$ cat src/rtl/hcbd_pkg.sv
// ----------------------------------------------------------------------------
// hcbd_pkg: shared types and constants of the chunked body decoder
// Beat structures on both sides of the decoder core, result kind codes and
// the control characters that frame a chunked body.
// ----------------------------------------------------------------------------
package hcbd_pkg;

    // Kind of one result beat.
    typedef enum logic [1:0] {
        KIND_DATA = 2'd0,
        KIND_DONE = 2'd1,
        KIND_ERR  = 2'd2
    } kind_t;

    // One input beat as it is held in the input register.
    typedef struct packed {
        logic [7:0] data_byte;
        logic       byte_present;
        logic       end_of_body;
    } in_item_t;

    // One result beat.
    typedef struct packed {
        logic [7:0] out_byte;
        kind_t      kind;
    } result_t;

    // Status of the core, seen by the top level.
    typedef struct packed {
        logic busy;      // an input beat waits in the input register
        logic finished;  // done or error has been given
        logic push;      // a result goes into the output buffer this cycle
    } core_stat_t;

    localparam logic [7:0] CHAR_TAB   = 8'h09;
    localparam logic [7:0] CHAR_LF    = 8'h0A;
    localparam logic [7:0] CHAR_VT    = 8'h0B;
    localparam logic [7:0] CHAR_FF    = 8'h0C;
    localparam logic [7:0] CHAR_CR    = 8'h0D;
    localparam logic [7:0] CHAR_SPACE = 8'h20;

endpackage

$ cat src/rtl/hcbd_core.sv
// ----------------------------------------------------------------------------
// hcbd_core: input register and framing state of the chunked body decoder
// Holds one input beat, runs the size line / payload / trailer state update
// on it combinationally and hands any result to the output buffer.
// ----------------------------------------------------------------------------
module hcbd_core #(
    parameter int SIZE_BITS = 32
) (
    input  logic                aclk,
    input  logic                aresetn,
    input  logic                in_valid,
    output logic                in_ready,
    input  hcbd_pkg::in_item_t  in_item,
    input  logic                buf_ready,
    output logic                res_push,
    output hcbd_pkg::result_t   res,
    output hcbd_pkg::core_stat_t stat
);

    typedef enum logic [10:0] {
        PH_START   = 11'b000_0000_0001,
        PH_WS      = 11'b000_0000_0010,
        PH_WS_CR   = 11'b000_0000_0100,
        PH_DIG     = 11'b000_0000_1000,
        PH_TAIL    = 11'b000_0001_0000,
        PH_TAIL_CR = 11'b000_0010_0000,
        PH_DATA    = 11'b000_0100_0000,
        PH_CR1     = 11'b000_1000_0000,
        PH_CR2     = 11'b001_0000_0000,
        PH_DONE    = 11'b010_0000_0000,
        PH_ERR     = 11'b100_0000_0000
    } phase_t;

    hcbd_pkg::in_item_t   item_reg;
    logic                 item_vld_reg;
    phase_t               phase_reg, phase_next;
    logic [SIZE_BITS-1:0] accum_reg, accum_next;
    logic [SIZE_BITS-1:0] left_reg, left_next;
    logic                 seen_reg, seen_next;

    logic                 advance;
    logic [7:0]           b;
    logic                 hex_ok;
    logic [3:0]           hex_v;
    logic                 is_space;
    logic                 ovf;
    logic                 res_valid;
    hcbd_pkg::kind_t      res_kind;

    assign advance  = item_vld_reg && buf_ready;
    assign in_ready = !item_vld_reg || buf_ready;
    assign b        = item_reg.data_byte;

    always_comb begin
        hex_ok = 1'b1;
        hex_v  = 4'd0;
        if (b >= 8'h30 && b <= 8'h39) begin
            hex_v = 4'(b - 8'h30);
        end else if (b >= 8'h61 && b <= 8'h66) begin
            hex_v = 4'(b - 8'h57);
        end else if (b >= 8'h41 && b <= 8'h46) begin
            hex_v = 4'(b - 8'h37);
        end else begin
            hex_ok = 1'b0;
        end
    end

    assign is_space = (b == hcbd_pkg::CHAR_SPACE) || (b == hcbd_pkg::CHAR_TAB) ||
                      (b == hcbd_pkg::CHAR_LF) || (b == hcbd_pkg::CHAR_VT) ||
                      (b == hcbd_pkg::CHAR_FF) || (b == hcbd_pkg::CHAR_CR);

    // A further digit would push a set bit out of the top nibble.
    assign ovf = |accum_reg[SIZE_BITS-1:SIZE_BITS-4];

    always_comb begin
        logic do_ws;
        logic do_digit;
        logic do_lend;
        do_ws      = 1'b0;
        do_digit   = 1'b0;
        do_lend    = 1'b0;
        phase_next = phase_reg;
        accum_next = accum_reg;
        left_next  = left_reg;
        seen_next  = seen_reg;
        res_valid  = 1'b0;
        res_kind   = hcbd_pkg::KIND_DATA;

        if (item_reg.byte_present) begin
            unique case (phase_reg)
                PH_START, PH_WS: begin
                    do_ws = 1'b1;
                end
                PH_WS_CR: begin
                    if (b == hcbd_pkg::CHAR_LF) begin
                        do_lend = 1'b1;
                    end else begin
                        do_ws = 1'b1;
                    end
                end
                PH_DIG: begin
                    if (hex_ok) begin
                        do_digit = 1'b1;
                    end else if (b == hcbd_pkg::CHAR_CR) begin
                        phase_next = PH_TAIL_CR;
                    end else begin
                        phase_next = PH_TAIL;
                    end
                end
                PH_TAIL: begin
                    if (b == hcbd_pkg::CHAR_CR) begin
                        phase_next = PH_TAIL_CR;
                    end
                end
                PH_TAIL_CR: begin
                    if (b == hcbd_pkg::CHAR_LF) begin
                        do_lend = 1'b1;
                    end else if (b != hcbd_pkg::CHAR_CR) begin
                        phase_next = PH_TAIL;
                    end
                end
                PH_DATA: begin
                    left_next = left_reg - SIZE_BITS'(1);
                    if (left_reg == SIZE_BITS'(1)) begin
                        phase_next = PH_CR1;
                    end
                    res_valid = 1'b1;
                    res_kind  = hcbd_pkg::KIND_DATA;
                end
                PH_CR1: begin
                    if (b == hcbd_pkg::CHAR_CR) begin
                        phase_next = PH_CR2;
                    end else begin
                        phase_next = PH_ERR;
                        res_valid  = 1'b1;
                        res_kind   = hcbd_pkg::KIND_ERR;
                    end
                end
                PH_CR2: begin
                    if (b == hcbd_pkg::CHAR_LF) begin
                        accum_next = '0;
                        seen_next  = 1'b0;
                        phase_next = PH_WS;
                    end else begin
                        phase_next = PH_ERR;
                        res_valid  = 1'b1;
                        res_kind   = hcbd_pkg::KIND_ERR;
                    end
                end
                default: begin
                    // Done and error swallow every beat.
                end
            endcase
        end

        // Whitespace before the digits of a size line.
        if (do_ws) begin
            if (hex_ok) begin
                do_digit = 1'b1;
            end else if (b == hcbd_pkg::CHAR_CR) begin
                phase_next = PH_WS_CR;
            end else if (is_space) begin
                phase_next = PH_WS;
            end else begin
                phase_next = PH_TAIL;
            end
        end

        if (do_digit) begin
            if (ovf) begin
                phase_next = PH_ERR;
                res_valid  = 1'b1;
                res_kind   = hcbd_pkg::KIND_ERR;
            end else begin
                accum_next = {accum_reg[SIZE_BITS-5:0], hex_v};
                seen_next  = 1'b1;
                phase_next = PH_DIG;
            end
        end

        // CR LF at the end of a size line.
        if (do_lend) begin
            if (!seen_reg) begin
                phase_next = PH_ERR;
                res_valid  = 1'b1;
                res_kind   = hcbd_pkg::KIND_ERR;
            end else if (accum_reg == '0) begin
                phase_next = PH_DONE;
                res_valid  = 1'b1;
                res_kind   = hcbd_pkg::KIND_DONE;
            end else begin
                left_next  = accum_reg;
                phase_next = PH_DATA;
            end
        end

        // End of body: done only if nothing came at all, otherwise an
        // error that replaces any payload byte of the same beat.
        if (item_reg.end_of_body && phase_next != PH_DONE && phase_next != PH_ERR) begin
            res_valid = 1'b1;
            if (phase_next == PH_START) begin
                phase_next = PH_DONE;
                res_kind   = hcbd_pkg::KIND_DONE;
            end else begin
                phase_next = PH_ERR;
                res_kind   = hcbd_pkg::KIND_ERR;
            end
        end
    end

    always_ff @(posedge aclk) begin
        if (!aresetn) begin
            item_vld_reg <= 1'b0;
            phase_reg    <= PH_START;
            accum_reg    <= '0;
            left_reg     <= '0;
            seen_reg     <= 1'b0;
        end else begin
            if (in_ready) begin
                item_vld_reg <= in_valid;
            end
            if (advance) begin
                phase_reg <= phase_next;
                accum_reg <= accum_next;
                left_reg  <= left_next;
                seen_reg  <= seen_next;
            end
        end
    end

    always_ff @(posedge aclk) begin
        if (in_ready && in_valid) begin
            item_reg <= in_item;
        end
    end

    assign res_push     = advance && res_valid;
    assign res.kind     = res_kind;
    assign res.out_byte = (res_kind == hcbd_pkg::KIND_DATA) ? b : 8'd0;

    assign stat.busy     = item_vld_reg;
    assign stat.finished = (phase_reg == PH_DONE) || (phase_reg == PH_ERR);
    assign stat.push     = res_push;

endmodule

$ cat src/rtl/hcbd_out_buf.sv
// ----------------------------------------------------------------------------
// hcbd_out_buf: two-entry result buffer
// Registers result beats and keeps its ready free of the downstream ready,
// so the two sides of the decoder are parted by registers.
// ----------------------------------------------------------------------------
module hcbd_out_buf (
    input  logic              aclk,
    input  logic              aresetn,
    input  logic              push,
    input  hcbd_pkg::result_t push_data,
    output logic              ready,
    output logic              out_valid,
    input  logic              out_ready,
    output hcbd_pkg::result_t out_data
);

    localparam int DEPTH = 2;

    hcbd_pkg::result_t mem_reg [DEPTH];
    logic              wr_ptr_reg;
    logic              rd_ptr_reg;
    logic [1:0]        count_reg, count_next;
    logic              pop;

    assign ready     = (count_reg != 2'(DEPTH));
    assign out_valid = (count_reg != 2'd0);
    assign out_data  = mem_reg[rd_ptr_reg];
    assign pop       = out_valid && out_ready;

    always_comb begin
        count_next = count_reg;
        if (push && !pop) begin
            count_next = count_reg + 2'd1;
        end else if (pop && !push) begin
            count_next = count_reg - 2'd1;
        end
    end

    always_ff @(posedge aclk) begin
        if (!aresetn) begin
            wr_ptr_reg <= 1'b0;
            rd_ptr_reg <= 1'b0;
            count_reg  <= 2'd0;
        end else begin
            count_reg <= count_next;
            if (push) begin
                wr_ptr_reg <= !wr_ptr_reg;
            end
            if (pop) begin
                rd_ptr_reg <= !rd_ptr_reg;
            end
        end
    end

    always_ff @(posedge aclk) begin
        if (push) begin
            mem_reg[wr_ptr_reg] <= push_data;
        end
    end

endmodule

$ cat src/rtl/http_chunked_body_decoder.sv
// ----------------------------------------------------------------------------
// http_chunked_body_decoder: HTTP/1.1 chunked transfer decoding
// Takes the raw chunked body one byte per beat and gives the payload bytes,
// then one done or error status beat.
// ----------------------------------------------------------------------------
// Usage:
// The slave channel carries one body byte per beat in s_axis_tdata. The
// flag in s_axis_tuser says whether that byte is present, so a final empty
// beat can close the body, and s_axis_tlast marks the last beat of the body.
// The master channel gives one beat per payload byte (kind data) and then
// exactly one status beat, done or framing error; status beats carry zero
// data. A consumer should hold the payload and drop it when error arrives.
// Beats that carry only size lines or CR LF trailers produce no output.
// Throughput is one beat per cycle on both sides; the per-beat work is one
// state update, a shift of the size accumulator or a decrement of the
// byte count, between the input register and the result buffer.
// An accepted input beat is held in the input register, and its result is
// registered in the result buffer. A stall on the master side fills that
// two-entry buffer, after which s_axis_tready drops; no beat is lost or
// repeated. After the status beat every further input beat is accepted and
// ignored until reset. Reset (aresetn low, synchronous) empties the buffers
// and returns the decoder to the start of the first size line.
// ----------------------------------------------------------------------------
module http_chunked_body_decoder #(
    parameter int SIZE_BITS = 32
) (
    input  logic       aclk,
    input  logic       aresetn,
    input  logic       s_axis_tvalid,
    output logic       s_axis_tready,
    input  logic [7:0] s_axis_tdata,   // [7:0] data_byte
    input  logic [0:0] s_axis_tuser,   // [0] byte_present
    input  logic       s_axis_tlast,   // end_of_body
    output logic       m_axis_tvalid,
    input  logic       m_axis_tready,
    output logic [7:0] m_axis_tdata,   // [7:0] out_byte
    output logic [1:0] m_axis_tuser    // [1:0] kind
);

    hcbd_pkg::in_item_t   in_item;
    hcbd_pkg::result_t    res;
    hcbd_pkg::result_t    out_res;
    hcbd_pkg::core_stat_t stat;
    logic                 buf_ready;
    logic                 res_push;

    assign in_item.data_byte    = s_axis_tdata;
    assign in_item.byte_present = s_axis_tuser[0];
    assign in_item.end_of_body  = s_axis_tlast;

    // Framing state and the input register.
    hcbd_core #(
        .SIZE_BITS (SIZE_BITS)
    ) u_core (
        .aclk      (aclk),
        .aresetn   (aresetn),
        .in_valid  (s_axis_tvalid),
        .in_ready  (s_axis_tready),
        .in_item   (in_item),
        .buf_ready (buf_ready),
        .res_push  (res_push),
        .res       (res),
        .stat      (stat)
    );

    // Result buffer in front of the master channel.
    hcbd_out_buf u_out_buf (
        .aclk      (aclk),
        .aresetn   (aresetn),
        .push      (res_push),
        .push_data (res),
        .ready     (buf_ready),
        .out_valid (m_axis_tvalid),
        .out_ready (m_axis_tready),
        .out_data  (out_res)
    );

    assign m_axis_tdata = out_res.out_byte;
    assign m_axis_tuser = out_res.kind;

    // A result is only pushed when the buffer has room.
    assert property (@(posedge aclk) disable iff (!aresetn)
        stat.push |-> buf_ready)
        else $error("result pushed into a full buffer");

    // Once the status has been given, no further result is produced.
    assert property (@(posedge aclk) disable iff (!aresetn)
        stat.finished |-> !stat.push)
        else $error("result produced after the status beat");

    // The input side only stalls while a beat waits in the input register.
    assert property (@(posedge aclk) disable iff (!aresetn)
        !s_axis_tready |-> stat.busy)
        else $error("input stalled with an empty input register");

    // Status beats carry zero data.
    assert property (@(posedge aclk) disable iff (!aresetn)
        (m_axis_tvalid && m_axis_tuser != hcbd_pkg::KIND_DATA) |-> (m_axis_tdata == 8'd0))
        else $error("status beat with nonzero data");

endmodule

$ cat config.mk
export PLATFORM = sky130hd
export DESIGN_NAME = http_chunked_body_decoder
export DESIGN_NICKNAME = d
export VERILOG_FILES = /design/src/rtl/hcbd_pkg.sv /design/src/rtl/hcbd_core.sv /design/src/rtl/hcbd_out_buf.sv /design/src/rtl/http_chunked_body_decoder.sv
export SDC_FILE = /design/constraint.sdc
export NUM_CORES = 1
export LEC_CHECK = 0
export ABC_CLOCK_PERIOD_IN_PS = 6680
export BUFFER_PORTS_ARGS = -buffer_cell sky130_fd_sc_hd__buf_4
export CAP_MARGIN = 15
export CELL_PAD_IN_SITES_DETAIL_PLACEMENT = 1
export CELL_PAD_IN_SITES_GLOBAL_PLACEMENT = 1
export CORE_MARGIN = 4
export CORE_UTILIZATION = 45
export DETAILED_ROUTE_END_ITERATION = 12
export PLACE_DENSITY = 0.82
export SYNTH_ARGS = -nofsm -noshare
export SYNTH_HDL_FRONTEND = slang
export SYNTH_SLANG_ARGS = --single-unit
$ cat constraint.sdc
create_clock -name aclk -period 6.68 [get_ports aclk]
set_clock_uncertainty 0.05 [all_clocks]
set_input_delay 0 -clock aclk [delete_from_list [all_inputs] [get_ports aclk]]
set_output_delay 0 -clock aclk [all_outputs]
set_load 0.02 [all_outputs]
==> out/qor.yml, run 1 <==
status: "complete, no violations"
r2r_end: "u_out_buf.mem_reg[0][1]"
vias: 6049
dp_hpwl_mm: 14.1
viasPerCell: 6.43
synth_top_cells_by_area: "dfxtp_1 27%, edfxtp_1 15%, a21oi_1 6.4%"
hold_ws_ps: 314
cap_violations: 0
clock.fmax_ghz: 0.191
row_count: 42
grt_pass1_vias: 6153
drt-total-wl_mm: 20.6
cts_setup_buffers: 0
startpoint_type: "register"
clk_pin_slew_ps: 80
die_width_um: 125
fin_area_mm2: 0.00685
fin_tns_setup_ps: 0
antenna_cells: 0
cts_num_sinks: 112
antenna_found_initial: 0
cts_hold_buf: 13
drtAntennaViolNets: 0
max-slew-margin-rel: 0.237
synth_fp_nets: 775
endpoint: "u_out_buf.mem_reg[0][1]"
r2r_slack_ps: 1450
finalCritPeriodShare: 0.783
critPathKind: "reg2reg"
pin_count: 26
p_leak_nw: 2.34
htreeDepth: 3
die_y_um: 125
ys_seq_area_frac: 0.414
async_flop_share: 0
synth_warnings: 0
cts.repair.resized: 0
placed_cell_area_mm2: 0.00642
synth.top_cell.area_share: 0.267
reg2reg_depth: 11
syn_area_mm2: 0.00614
cts_tree: "built"
grt_pass1_wl_mm: 33.2
holdCritPathClass: "in2reg"
firstDrtPassIters: 5
cp_max_fo: 13
route.detailed.drc: 0
dieArea_mm2: 0.0156
peakVddDrop_mv: 0.201
worst_slack_ps: 1450
p_total_mw: 1.64
start_util: 0.462
r2r-start: "u_core.b[1]"
worstSetupStartpoint: "u_core.b[1]"
ys_seq_elements: 112
gr-total-overflow: 0
io_buffers: 25
finalMaxSlewViolations: 0
final_nets: 782
post_drt_wl_per_cell_um: 21.9
grt_start_max_net_pins: 45
dp_worst_setup_slack_ps: 1580
place_congestion: 0.958
yosysTopAreaCell: "dfxtp_1"
syn_inst: 753
syn2layout_area_growth_pct: 11.4
synth_ff_type: "dfxtp_1"
hold_violations: 0
cts.path.max_buffers: 2
core-area_mm2: 0.0133
cts-root-buf: "clkbuf_16"
avgSynthCellArea_um2: 8.16
rsz0062_at_grt: "no"
setup_viol: 0
tightest_slew_ps: 1130
numCtsBuffers: 9
cp.arrival_ps: 5170
synth_cell_types: 78
drt-initial-drc-count: 577
end_kind: "register"
clk_latency_ps: 370
worstPathRequired_ps: 6620
min_period_ps: 5230
drive_above_1_share: 0.101
synth_edf_count: 30
grtUsageTotal: 0.262
p_per_area_mw_per_mm2: 240
-- final cells by class --
cell class	count	area (µm²)
Fill cell	1591	6450
Multi-Input combinational cell	571	3340
Sequential cell	112	2540
Timing Repair Buffer	45	370
Clock buffer	10	229
Tap cell	176	220
Inverter	21	78.8
Clock inverter	6	68.8
-- cell usage after synthesis, types with 12 or more instances --
library cell / number
a21oi_1: 78
nand4_1: 12
o21ai_0: 46
nor2_1: 68
dfxtp_1: 82
edfxtp_1: 30
nor4_1: 20
nand2_1: 94
nor3_1: 27
inv_1: 20
clkbuf_1: 44
nand3_1: 42
-- metrics by stage --
| stage | utilization | std cells |
|---|---|---|
| 6_report | 0.515 | 941 |
| 5_1_grt | 0.515 | 941 |
| 4_1_cts | 0.515 | 941 |
| 3_5_place_dp | 0.483 | 912 |
| 3_3_place_gp | 0.483 | 912 |
| 2_1_floorplan | - | 753 |
-- worst max-delay path: stages, from the launching register on --
cell and delay [ps]:
edfxtp_1 500, inv_1 170, ha_1 280, o21bai_1 120
a2111oi_2 880, a21oi_2 250, a31oi_1 380, nand2_1 160
o311ai_1 670, o31ai_4 230, a41oi_2 400, nor2b_1 760
-- worst min-delay path by stage --
stage	start	endpoint	slack, ps	cells after the start
2_1_floorplan	s_axis_tdata[0]	u_core.b[0]	50	0
3_3_place_gp	s_axis_tlast	u_core.item_reg[0]	130	1
3_5_place_dp	s_axis_tdata[6]	u_core.b[6]	130	1
4_1_cts	s_axis_tlast	u_core.item_reg[0]	300	2
5_1_grt	s_axis_tdata[1]	u_core.b[1]	310	2
6_report	s_axis_tdata[3]	u_core.b[3]	310	2
-- report_power, final --
part           internal (mW)  total, mW  switching [mW]  leakage [nW]
Sequential             0.727      0.768          0.0405         0.944
Combinational          0.120      0.312           0.192          1.26
Clock                  0.293      0.563           0.269         0.133
Total                   1.14       1.64           0.502          2.34
-- layer usage --
layer  vias up  track usage  routed length, µm
met4         0        0.118                619
met2       214        0.420               9800
met1      3008        0.355               9150
met3        49       0.0317               1020
met5         -            0                  0
li1       2778            -                  -
-- cells in the final DEF (no fill, tap or decap), drive strengths merged, types with 9 or more instances in the layout --
cell and count:
a21oi 79, and2 11, and3 9, buf 32
clkbuf 10, dfxtp 82, dlygate4sd3 13, edfxtp 30
inv 22, mux2 10, nand2 94, nand3 42
nand4 12, nor2 68, nor3 27, nor4 21
o21ai 50, or3 10
-- cells by family (layout without fill, tap and decap cells) --
family	count (synthesis)	count (layout)	share of synthesized area
adders and majority gates	8	8	0.0163
DFF	112	112	0.414
muxes	12	12	0.0216
AOI/OAI and AO/OA	212	212	0.223
and+or+nand+nor	329	329	0.266
buffers and inverters	70	82	0.0444
xor gates and xnor gates	10	10	0.0143
Power figures use the tool's default switching activity.
==> run 2: changes to the inputs <==
--- a/config.mk
+++ b/config.mk
@@ -5,15 +5,15 @@
 export SDC_FILE = /design/constraint.sdc
 export NUM_CORES = 1
 export LEC_CHECK = 0
-export ABC_CLOCK_PERIOD_IN_PS = 6680
+export ABC_CLOCK_PERIOD_IN_PS = 4800
 export BUFFER_PORTS_ARGS = -buffer_cell sky130_fd_sc_hd__buf_4
 export CAP_MARGIN = 15
 export CELL_PAD_IN_SITES_DETAIL_PLACEMENT = 1
 export CELL_PAD_IN_SITES_GLOBAL_PLACEMENT = 1
 export CORE_MARGIN = 4
-export CORE_UTILIZATION = 45
+export CORE_UTILIZATION = 42
 export DETAILED_ROUTE_END_ITERATION = 12
-export PLACE_DENSITY = 0.82
+export PLACE_DENSITY = 0.81
 export SYNTH_ARGS = -nofsm -noshare
 export SYNTH_HDL_FRONTEND = slang
 export SYNTH_SLANG_ARGS = --single-unit
==> constraint.sdc (replaced) <==
create_clock -name aclk -period 4.8 [get_ports aclk]
set_clock_uncertainty 0.05 [all_clocks]
set_input_delay 0 -clock aclk [delete_from_list [all_inputs] [get_ports aclk]]
set_output_delay 0 -clock aclk [all_outputs]
set_load 0.02 [all_outputs]
==> run 2 against run 1 <==
  * Setup slack got worse by 970 ps
  * Highest routed layer unchanged
  * Global-route usage decreased by 0.75 points
  * Wire length decreased by 0.92%
  * First-iteration DRC count decreased by 20%
  * Register-to-register slack got worse by 970 ps
  * Sequential share of layout area decreased by 0.44 points
  * Sequential power increased by 39%
  * Utilization decreased by 2.3 points
  * Die area increased by 6.7%
  * Final cell count increased by 1.5%
==> out/qor.yml, run 2 (synthesis gave the netlist of run 1 again) <==
setup_viol: 0
antenna_found_initial: 0
clk_pin_slew_ps: 80
cts.path.max_buffers: 2
clock.fmax_ghz: 0.232
numCtsBuffers: 9
critPathKind: "reg2reg"
rsz0062_at_grt: "no"
p_total_mw: 2.30
cts_setup_buffers: 0
syn2layout_area_growth_pct: 12.7
worstPathRequired_ps: 5040
cts_num_sinks: 112
cp_slowest_cell: "o311ai_1"
hold_path.startpoint: "m_axis_tready"
clk_latency_ps: 370
dp_hpwl_mm: 13.8
max_stage_delay_ps: 710
p_int_mw: 1.56
row_count: 43
end_kind: "register"
fin_tns_setup_ps: 0
min_period_ps: 4320
p_leak_nw: 2.41
tightest_slew_ps: 1040
antenna_cells: 0
die_y_um: 129
max-slew-margin-rel: 0.307
viasPerCell: 6.27
core-area_mm2: 0.0141
start_util: 0.436
place_congestion: 0.929
power_frac_comb: 0.194
drive_above_1_share: 0.115
final_nets: 792
io_buffers: 25
p_clk_frac: 0.342
drt-total-wl_mm: 20.4
p_sw_frac: 0.321
grt_pass1_vias: 6087
fillers: 1692
pin_count: 26
drt-initial-drc-count: 459
cp_max_fo: 10
status: "complete, no violations"
cts_tree: "built"
final_common_cell: "nand2_1"
dieArea_mm2: 0.0166
final_cell_mix: "94 x nand2_1, 82 x dfxtp_1, 78 x a21oi_1, 67 x nor2_1, 46 x o21ai_0"
r2r-start: "u_core.b[1]"
seq_power_share: 0.464
grt_pass1_wl_mm: 33.5
worstSetupStartpoint: "u_core.b[1]"
die_width_um: 129
peakVddDrop_mv: 0.262
holdCritPathClass: "in2reg"
finalCritPeriodShare: 0.900
gr-total-overflow: 0
route.detailed.drc: 0
firstDrtPassIters: 5
grt_start_max_net_pins: 69
cts-root-buf: "clkbuf_16"
p_sw_mw: 0.738
startpoint_type: "register"
cts.repair.resized: 0
htreeDepth: 3
cp_cell_sequence: "inv_1 > ha_1 > o21bai_1 > a2111oi_2 > buf_4 > a21oi_2 > a31oi_1 > nand2_1 > o311ai_1 > o31ai_4 > a41oi_2 > ha_1 > or3_1 > a21oi_1"
cap_violations: 0
cp.arrival_ps: 4560
p_per_area_mw_per_mm2: 332
post_drt_wl_per_cell_um: 21.4
grtUsageTotal: 0.255
drtAntennaViolNets: 0
vias: 5988
finalMaxSlewViolations: 0
path_common_cell: "ha_1"
hold_violations: 0
-- run 2: stage by stage --
| step | setup WS, ps | hold slack (ps) | std cells | instance area, µm² | util |
|---|---|---|---|---|---|
| floorplan | 748 | 48.9 | 753 | 6140 | - |
| detailed placement | 534 | 130 | 927 | 6500 | 0.461 |
| global placement | 730 | 129 | 927 | 6500 | 0.461 |
| global route | 160 | 81.5 | 955 | 6930 | 0.491 |
| finish | 481 | 71.4 | 955 | 6930 | 0.491 |
| CTS | 504 | 22.1 | 955 | 6930 | 0.491 |
-- run 2: cell type report --
cell class	count	area, µm²	area share
Timing Repair Buffer	55	443	0.0639
Inverter	21	78.8	0.0114
Sequential cell	112	2540	0.367
Clock buffer	9	225	0.0325
Multi-Input combinational cell	571	3340	0.482
Tap cell	180	225	0.0325
Clock inverter	7	76.3	0.0110
-- run 2: worst paths after layout --
path	to	slack (ps)	cells past startpoint
setup / recovery	u_out_buf.count_reg[1]	480	14
hold / removal	u_out_buf.rd_ptr_reg	70	4
setup reg to reg	u_out_buf.count_reg[1]	480	14
hold reg to reg	u_core.left_reg[16]	420	2
-- run 2: routing by layer --
metal  vias to the layer above  track usage  routed length [µm]
met5                         -            0                   0
met4                         0       0.0618                 334
met3                        30       0.0390                 994
met2                       163        0.418                9740
met1                      2986        0.354                9330
li1                       2809            -                   -
-- run 2: timing repair --
action | CTS | global route
hold buffers | 12 | 0
endpoints found under the setup margin | 0 | 0
endpoints found under the hold margin | 22 | 0
-- run 2: critical path, delay by kind of cell, from the launching register on --
family	cells	cell delay [ps]
compound gates	8	2210
fa+ha+maj	2	570
buf+inv	2	370
flops	1	500
simple gates	2	530
-- run 2: power by group through the flow --
| stage | clock [mW] | sequential [mW] | combinational [mW] |
|---|---|---|---|
| final | 0.786 | 1.07 | 0.445 |
| after floorplan | 0 | 1.05 | 0.307 |
| after global placement | 0 | 1.08 | 0.416 |
| after global routing | 0.838 | 1.07 | 0.482 |
| after detailed placement | 0 | 1.09 | 0.425 |
| after CTS | 0.802 | 1.07 | 0.437 |
==> run 3: changes to the inputs <==
--- a/config.mk
+++ b/config.mk
@@ -11,9 +11,9 @@
 export CELL_PAD_IN_SITES_DETAIL_PLACEMENT = 1
 export CELL_PAD_IN_SITES_GLOBAL_PLACEMENT = 1
 export CORE_MARGIN = 4
-export CORE_UTILIZATION = 42
+export CORE_UTILIZATION = 35
 export DETAILED_ROUTE_END_ITERATION = 12
-export PLACE_DENSITY = 0.81
+export PLACE_DENSITY = 0.7
 export SYNTH_ARGS = -nofsm -noshare
 export SYNTH_HDL_FRONTEND = slang
 export SYNTH_SLANG_ARGS = --single-unit
==> run 3 against run 2 <==
  * Sequential power is essentially flat
  * Final cell count is 4.6% higher
  * Register-to-register slack improved by 40 ps
  * First-iteration DRC count down 3.1%
  * Via count down 2.3%
  * Wire length grew 0.31%
  * Setup slack better by 45 ps
  * Clock power is 2% lower
  * Critical path depth stayed put
  * Global-route usage shrank 4.6 points
  * Critical endpoint unchanged
==> out/qor.yml, run 3 (synthesis gave the netlist of run 1 again) <==
status: "complete, no violations"
worst_slack_ps: 526
grtUsageTotal: 0.209
r2r_slack_ps: 530
antenna_cells: 0
drive_above_1_share: 0.112
cap_violations: 0
antenna_found_initial: 0
rsz0062_at_grt: "no"
finalCritPeriodShare: 0.891
holdCritPathClass: "in2reg"
p_leak_nw: 2.40
final_common_cell: "nand2_1"
core-area_mm2: 0.0172
r2r-start: "u_core.b[1]"
end_kind: "register"
peakVddDrop_mv: 0.218
io_buffers: 25
cts.path.max_buffers: 2
worstPathRequired_ps: 5040
cp_cell_sequence: "inv_1 > ha_1 > o21bai_1 > a2111oi_2 > buf_4 > a21oi_2 > o21ai_2 > o31ai_1 > o2111ai_2 > o31ai_4 > a41oi_2 > ha_1 > or3_1 > a21oi_1"
post_drt_wl_per_cell_um: 20.5
cts-root-buf: "clkbuf_16"
start_util: 0.356
grt_util_met3: 0.0311
r2r_end: "u_out_buf.count_reg[1]"
final_nets: 791
route.detailed.drc: 0
gr-total-overflow: 0
fin_tns_setup_ps: 0
htreeDepth: 3
reg2reg_depth: 14
fillers: 2044
cp.arrival_ps: 4510
dieArea_mm2: 0.0197
path_common_cell: "ha_1"
clk_latency_ps: 360
place_congestion: 0.869
multi_input_comb_area_mm2: 0.00334
ff_latch_area_mm2: 0.00254
die_y_um: 140
cts_tree: "built"
p_per_area_mw_per_mm2: 326
cts_num_sinks: 112
gr-usage-met1: 0.269
drt-total-wl_mm: 20.5
worstSetupStartpoint: "u_core.b[1]"
vias: 5850
final_cell_mix: "94 x nand2_1, 82 x dfxtp_1, 78 x a21oi_1, 67 x nor2_1, 46 x o21ai_0"
cp_slowest_cell: "edfxtp_1"
setup_viol: 0
startpoint_type: "register"
syn2layout_area_growth_pct: 13.5
viasPerCell: 5.86
finalMaxSlewViolations: 0
critPathKind: "reg2reg"
numCtsBuffers: 9
die_width_um: 140
tightest_slew_ps: 1150
pin_count: 26
min_period_ps: 4270
clk_pin_slew_ps: 70
clock.fmax_ghz: 0.234
max_stage_delay_ps: 480
cts.repair.resized: 0
hold_violations: 0
gr-usage-met2: 0.354
cts_hold_buf: 12
firstDrtPassIters: 5
grt_pass1_wl_mm: 33.1
endpoint: "u_out_buf.count_reg[1]"
cp_max_fo: 10
worstHoldPathCells: 4
drtAntennaViolNets: 0
drt-initial-drc-count: 445
grt_pass1_vias: 6207
row_count: 48
max-slew-margin-rel: 0.231
busiest_layer: "met2"
grt_start_max_net_pins: 59
cts_setup_buffers: 0
dp_worst_setup_slack_ps: 589
dp_hpwl_mm: 14.1
[run 3: cell count changes in the layout (fill, tap and decap cells not counted), sizes merged]
cell,previous run,this run
clkinv,2,1
clkbuf,9,11
clkinvlp,0,1
buf,43,42
inv,26,24
[run 3: where the power goes]
part	leakage [nW]	internal [mW]	switching [mW]	total, mW
sequential	0.944	1.01	0.0545	1.07
combinational	1.31	0.173	0.258	0.431
clock	0.144	0.394	0.380	0.774
total	2.40	1.58	0.693	2.27
[run 3: how the worst min path moves through the flow]
stage	startpoint	endpoint	slack [ps]
after floorplan	s_axis_tdata[0]	u_core.b[0]	50
after global placement	s_axis_tdata[5]	u_core.b[5]	130
after detailed placement	s_axis_tdata[4]	u_core.b[4]	130
after CTS	m_axis_tready	u_out_buf.rd_ptr_reg	20
after global routing	m_axis_tready	register	50
final	m_axis_tready	register	20
[run 3: per-layer routing]
layer | share of wire | wire [µm]
met3 | 0.025 | 514
met2 | 0.50 | 10100
met4 | 0.026 | 532
met1 | 0.45 | 9260
met5 | 0 | 0
[run 3: worst max-delay path: cells and delay by family (launching register included)]
family	cells	cell delay [ps]
adder cells (fa/ha/maj)	2	640
flip-flops	1	480
AND/OR/NAND/NOR	1	370
buffers and inverters	2	310
AO/OA/AOI/OAI	9	2330
[run 3: cell type report]
class / count / area share
Multi-Input combinational cell: 571 / 0.478
Sequential cell: 112 / 0.365
Clock buffer: 11 / 0.0364
Inverter: 21 / 0.0113
Tap cell: 225 / 0.0404
Clock inverter: 5 / 0.00646
Timing Repair Buffer: 54 / 0.0624
[run 3: metrics by stage]
step	utilization	cells	total power, mW	instance area, µm²	hold WS (ps)
floorplan	-	753	1.36	6140	48.9
global placement	0.380	971	1.50	6550	133
detailed placement	0.380	971	1.51	6550	130
CTS	0.405	999	2.28	6970	23.0
global route	0.405	999	2.38	6970	54.5
finish	0.405	999	2.27	6970	21.4
